File: src/rtl/core/pixel_average_gamma_to_rgb8_assert.svh
// ----------------------------------------------------------------------------
// Assertion macros for pixel_average_gamma_to_rgb8
// Clocked concurrent assertion wrappers; empty under synthesis.
// ----------------------------------------------------------------------------
`ifndef PIXEL_AVERAGE_GAMMA_TO_RGB8_ASSERT_SVH
`define PIXEL_AVERAGE_GAMMA_TO_RGB8_ASSERT_SVH

`ifndef SYNTHESIS
`define PAGR_ASSERT(lbl, clk, rst_n, prop, msg) \
  lbl: assert property (@(posedge clk) disable iff (!rst_n) prop) else $error(msg);
`define PAGR_ASSERT_NEVER(lbl, clk, rst_n, expr, msg) \
  lbl: assert property (@(posedge clk) disable iff (!rst_n) !(expr)) else $error(msg);
`else
`define PAGR_ASSERT(lbl, clk, rst_n, prop, msg)
`define PAGR_ASSERT_NEVER(lbl, clk, rst_n, expr, msg)
`endif

`endif

File: src/rtl/core/pagr_pkg.sv
// ----------------------------------------------------------------------------
// pagr_pkg
// Payload types and fixed constants of the pixel resolve pipeline.
// ----------------------------------------------------------------------------
package pagr_pkg;

  localparam int unsigned ChanWidth = 32;
  localparam int unsigned ByteWidth = 8;
  localparam int unsigned DivWidth  = 16;
  localparam int unsigned NumChan   = 3;
  localparam int unsigned RootBits  = 8;
  localparam int unsigned SqWidth   = 32;
  localparam int unsigned OddWidth  = RootBits + 1;
  localparam int unsigned ProdWidth = OddWidth + DivWidth;

  localparam int unsigned ChanRed   = 0;
  localparam int unsigned ChanGreen = 1;
  localparam int unsigned ChanBlue  = 2;

  typedef struct packed {
    logic [ChanWidth-1:0] red_sum;
    logic [ChanWidth-1:0] green_sum;
    logic [ChanWidth-1:0] blue_sum;
  } pix_sum_t;

  typedef struct packed {
    logic [ByteWidth-1:0] red_byte;
    logic [ByteWidth-1:0] green_byte;
    logic [ByteWidth-1:0] blue_byte;
  } pix_rgb_t;

endpackage

File: src/rtl/core/pagr_root_stage.sv
// ----------------------------------------------------------------------------
// pagr_root_stage
// One restoring square-root step per channel: decides root bit BIT by
// testing (r + 2^BIT)^2 * d <= sum with an incrementally kept r^2 * d.
// ----------------------------------------------------------------------------
module pagr_root_stage #(
  parameter int unsigned SUM_WIDTH = 32,
  parameter int unsigned BIT       = 7
) (
  input  logic                                                  clk_i,
  input  logic                                                  rst_ni,
  input  logic                                                  en_i,
  input  logic                                                  valid_i,
  input  logic [pagr_pkg::DivWidth-1:0]                         div_i,
  input  logic [pagr_pkg::NumChan-1:0][SUM_WIDTH-1:0]           sum_i,
  input  logic [pagr_pkg::NumChan-1:0][pagr_pkg::RootBits-1:0]  root_i,
  input  logic [pagr_pkg::NumChan-1:0][pagr_pkg::SqWidth-1:0]   sq_i,
  output logic                                                  valid_o,
  output logic [pagr_pkg::NumChan-1:0][SUM_WIDTH-1:0]           sum_o,
  output logic [pagr_pkg::NumChan-1:0][pagr_pkg::RootBits-1:0]  root_o,
  output logic [pagr_pkg::NumChan-1:0][pagr_pkg::SqWidth-1:0]   sq_o
);

  localparam int unsigned CmpWidth =
    (SUM_WIDTH > pagr_pkg::SqWidth) ? SUM_WIDTH : pagr_pkg::SqWidth;

  logic                                                  valid_q;
  logic [pagr_pkg::NumChan-1:0][SUM_WIDTH-1:0]           sum_q;
  logic [pagr_pkg::NumChan-1:0][pagr_pkg::RootBits-1:0]  root_q, root_d;
  logic [pagr_pkg::NumChan-1:0][pagr_pkg::SqWidth-1:0]   sq_q, sq_d;

  logic [pagr_pkg::NumChan-1:0][pagr_pkg::OddWidth-1:0]  odd;
  logic [pagr_pkg::NumChan-1:0][pagr_pkg::ProdWidth-1:0] prod;
  logic [pagr_pkg::NumChan-1:0][CmpWidth-1:0]            trial;
  logic [pagr_pkg::NumChan-1:0]                          take;

  // (r + b)^2 d = r^2 d + ((2r | b) * d) << BIT, with b = 2^BIT
  always_comb begin
    for (int c = 0; c < pagr_pkg::NumChan; c++) begin
      odd[c]    = (pagr_pkg::OddWidth'(root_i[c]) << 1)
                | (pagr_pkg::OddWidth'(1) << BIT);
      prod[c]   = pagr_pkg::ProdWidth'(odd[c]) * pagr_pkg::ProdWidth'(div_i);
      trial[c]  = CmpWidth'(sq_i[c]) + (CmpWidth'(prod[c]) << BIT);
      take[c]   = trial[c] <= CmpWidth'(sum_i[c]);
      root_d[c] = take[c] ? (root_i[c] | (pagr_pkg::RootBits'(1) << BIT)) : root_i[c];
      sq_d[c]   = take[c] ? trial[c][pagr_pkg::SqWidth-1:0] : sq_i[c];
    end
  end

  always_ff @(posedge clk_i or negedge rst_ni) begin
    if (!rst_ni) begin
      valid_q <= 1'b0;
    end else if (en_i) begin
      valid_q <= valid_i;
    end
  end

  always_ff @(posedge clk_i) begin
    if (en_i && valid_i) begin
      sum_q  <= sum_i;
      root_q <= root_d;
      sq_q   <= sq_d;
    end
  end

  assign valid_o = valid_q;
  assign sum_o   = sum_q;
  assign root_o  = root_q;
  assign sq_o    = sq_q;

endmodule

File: config.mk
export PLATFORM = sky130hd
export DESIGN_NAME = pagr_root_stage
export DESIGN_NICKNAME = d
export VERILOG_FILES = /design/src/rtl/core/pixel_average_gamma_to_rgb8_assert.svh /design/src/rtl/core/pagr_pkg.sv /design/src/rtl/core/pagr_root_stage.sv
export SDC_FILE = /design/constraint.sdc
export NUM_CORES = 1
export LEC_CHECK = 0
export BUFFER_PORTS_ARGS = -buffer_cell sky130_fd_sc_hd__buf_2
export CAP_MARGIN = 20
export CORE_MARGIN = 1
export CORE_UTILIZATION = 50
export DETAILED_ROUTE_END_ITERATION = 7
export PLACE_DENSITY = 0.72
export SKIP_CTS_REPAIR_TIMING = 1
export SLEW_MARGIN = 20
export SYNTH_ARGS = -nofsm -noshare
export SYNTH_HDL_FRONTEND = slang
export SYNTH_SLANG_ARGS = --single-unit
File: constraint.sdc
create_clock -name clk_i -period 0.9 [get_ports clk_i]
set_input_delay 0.045 -clock clk_i [delete_from_list [all_inputs] [get_ports clk_i]]
set_output_delay 0.045 -clock clk_i [all_outputs]
set_load 0.05 [all_outputs]
==> summary.md <==
| Metric | Value |
|---|---|
| Status | `finished with violations` |
| Violated checks | `DRC, hold timing, setup timing` |
| Critical-path maximum fanout | `9` |
| Final Setup Violations | `292` |
| Synth-to-Final Area Change | `51.0%` |
| Skew-Pair Late Insertion Delay | `560 ps` |
| Slew headroom | `59.9%` |
| Highest Clock Rate | `137 MHz` |
| Syn Inst Count | `2483` |
| Post-synth ARST share | `0.461%` |
| Die width | `225 um` |
| Pre-CTS setup slack | `-6980 ps` |
| CTS buffer count | `25` |
| Crit path DAT | `7600 ps` |
| Syn Area/Cell | `10.0 um2` |
| Die Y | `225 um` |
| Wire per inst | `19.0 um` |
| Yosys warning count | `0` |
| RSZ-0062 raised after global routing | `yes` |
| Via Count | `23300` |
| # IOs | `453` |
| Max Cap Viol | `0` |
| IO buf count | `452` |
| Post-Syn Area | `24900 um2` |
| Layout Nets | `4417` |
| Tightest Pin Transition | `587 ps` |
| Top cells by area in the synthesized netlist | `edfxtp_1, fa_1, ha_1, inv_1, and2_1` |
| Grt ovf | `0` |
| Worst Slack Setup Final | `-6370 ps` |
| CP Launch Type | `primary input` |
| Row cnt | `81` |
| TritonRoute pass-1 iters | `8` |
| Final std cells w/o fill | `4304` |
| Crit-path most repeated cell | `fa_1` |
| Worst Clk Skew | `0 ps` |
| Met2 wire length | `42900 um` |
| Placed insts | `3996` |
| Met3 routed WL | `5330 um` |
| WHS | `-9.33 ps` |
| Synth Flop Type | `edfxtp_1` |
| Post-Syn Nets | `3280` |
| Largest net degree at the start of global routing | `32` |
| Root buffer cell | `clkbuf_16` |
| Seq/Total Area, Yosys | `26.1%` |
| Clock transition at path regs | `60 ps` |
| Setup CP Type | `primary input to register` |
| Fin crit period | `7270 ps` |
| Max-slew violations | `0` |
| Antenna Nets Post-Route | `0` |
| Post-Route WL | `81700 um` |
| Tcrit/Tclk final | `808%` |
| Vias in the first global route | `22200` |
| Sink Count | `217` |
| GPL Wtd Cong | `0.898` |
| Initial Utilization | `50.8%` |
| Setup TNS | `-525900 ps` |
| Core area | `49100 um2` |
| Post-synth EDFFs | `216` |
| TritonCTS clock tree | `yes` |
| DRC | `2` |
| Crit path largest cell delay | `550 ps` |
| CTS H-tree depth | `1` |
| Synth area leader | `edfxtp_1` |
| Yosys cell types | `74` |
| #FFs+latches synth | `217` |
| Critical Path RT | `1230 ps` |
| Top Metal Used | `met5` |
| Final hold violation count | `1` |
| DP HPWL | `53200 um` |
| Vias per inst | `5.41` |
| Ratio of cells with drive above 1 in the final layout | `35.0%` |
| Yosys top cell area share | `26.0%` |
| Worst Hold Class | `primary input to register` |
| Initial drt markers | `1459` |
| CP max-delay cell | `fa_1` |
| M1 WL | `28900 um` |
| Initial antenna violation count | `9` |
| Endpoint type of the worst setup path | `register` |
| First-pass GRT wire length | `103000 um` |
| GRT Total Usage | `25.0%` |
| Die ar. | `50800 um2` |
| Clock Tree Buf Depth | `3` |
## placed cells by master, fill, tap and decap left out, types with 12 or more instances in the layout
master / instances
nor3_1: 21
and2_4: 23
inv_2: 18
buf_6: 249
o21ai_0: 42
mux2_4: 36
edfxtp_1: 216
nand4_1: 18
mux2_2: 33
a21o_1: 65
nor2_1: 68
o21ai_2: 12
a21oi_2: 19
clkbuf_16: 30
nor2b_1: 15
dlygate4sd3_1: 214
fa_1: 239
xnor2_1: 85
a211oi_1: 14
ha_1: 283
inv_1: 432
fa_2: 16
nand3_1: 16
ha_4: 18
nand2_1: 192
o21a_1: 15
buf_4: 460
buf_2: 211
a21oi_1: 86
o21bai_1: 13
xor2_1: 30
buf_12: 19
nand2b_1: 18
and2_1: 192
## sequential cells by signal, summed over array words and instances, names as in the netlist
| signal | flops |
|---|---|
| valid_o | 1 |
| root_o | 24 |
| sq_o | 96 |
| sum_o | 96 |
## cells in the mapped netlist, types with 7 or more instances
| library cell | instances |
|---|---|
| ha_1 | 306 |
| o21a_1 | 15 |
| o211ai_1 | 9 |
| o21ai_0 | 62 |
| nor3_1 | 27 |
| a21oi_1 | 108 |
| a221oi_1 | 7 |
| o21bai_1 | 13 |
| nor2b_1 | 18 |
| nand2b_1 | 19 |
| a21o_1 | 65 |
| nand2_1 | 204 |
| fa_1 | 255 |
| edfxtp_1 | 216 |
| xnor2_1 | 87 |
| nand3_1 | 19 |
| and2_1 | 214 |
| nor2_1 | 74 |
| inv_1 | 453 |
| xor2_1 | 31 |
| a211oi_1 | 19 |
| clkbuf_1 | 56 |
| mux2_2 | 66 |
| nand4_1 | 18 |
| and3_1 | 10 |
| a31oi_1 | 13 |
## metrics by stage
step,cell area [um2],util [%]
floorplan,25500,-
global placement,31800,64.7
detailed placement,31800,64.7
CTS,32600,66.5
global route,37600,76.7
finish,37700,76.8
## area by class of cell
| class | count | area [um2] |
|---|---|---|
| Tap cell | 664 | 831 |
| Antenna cell | 3 | 7.51 |
| Inverter | 453 | 1710 |
| Fill cell | 2972 | 11400 |
| Sequential cell | 217 | 6510 |
| Timing Repair Buffer | 1169 | 10100 |
| Clock inverter | 17 | 229 |
| Multi-Input combinational cell | 1754 | 17600 |
| Clock buffer | 27 | 633 |
## layer usage
metal,track usage (%),vias up
met4,7.22,12
met2,45.7,959
met5,0,-
li1,-,10500
met3,5.06,331
met1,29.4,11500
## final timing paths
check,start,slack [ps],to,cells after the start
min,sq_i[73],-9,sq_o[73],4
min in group asynchronous,rst_ni,360,valid_o,3
max in group asynchronous,rst_ni,420,valid_o,3
max reg2reg,valid_o,120,valid_o,1
max,div_i[4],-6370,sq_o[87],34
min reg2reg,valid_o,540,valid_o,1
## critical path, delay by kind of cell
kind,cells,cell delay (ps)
AOI/OAI and AO/OA,13,2830
adders and majority gates,7,2730
buffers and inverters,7,800
and+or+nand+nor,4,530
muxes,1,360
xor gates and xnor gates,2,290
## cell families (layout without fill, tap and decap cells)
group,after synthesis,after routing,synth area share (%)
xor+xnor,119,119,4.21
other cells,0,3,0
compound gates,366,369,9.79
mux,72,72,3.27
simple gates,633,633,13.0
fa+ha+maj,561,561,35.8
flops,217,217,26.1
buf+inv,515,1666,7.80
Power is not shown: default switching activity piles up to over one toggle a cycle in this logic, so the estimate is an artifact.
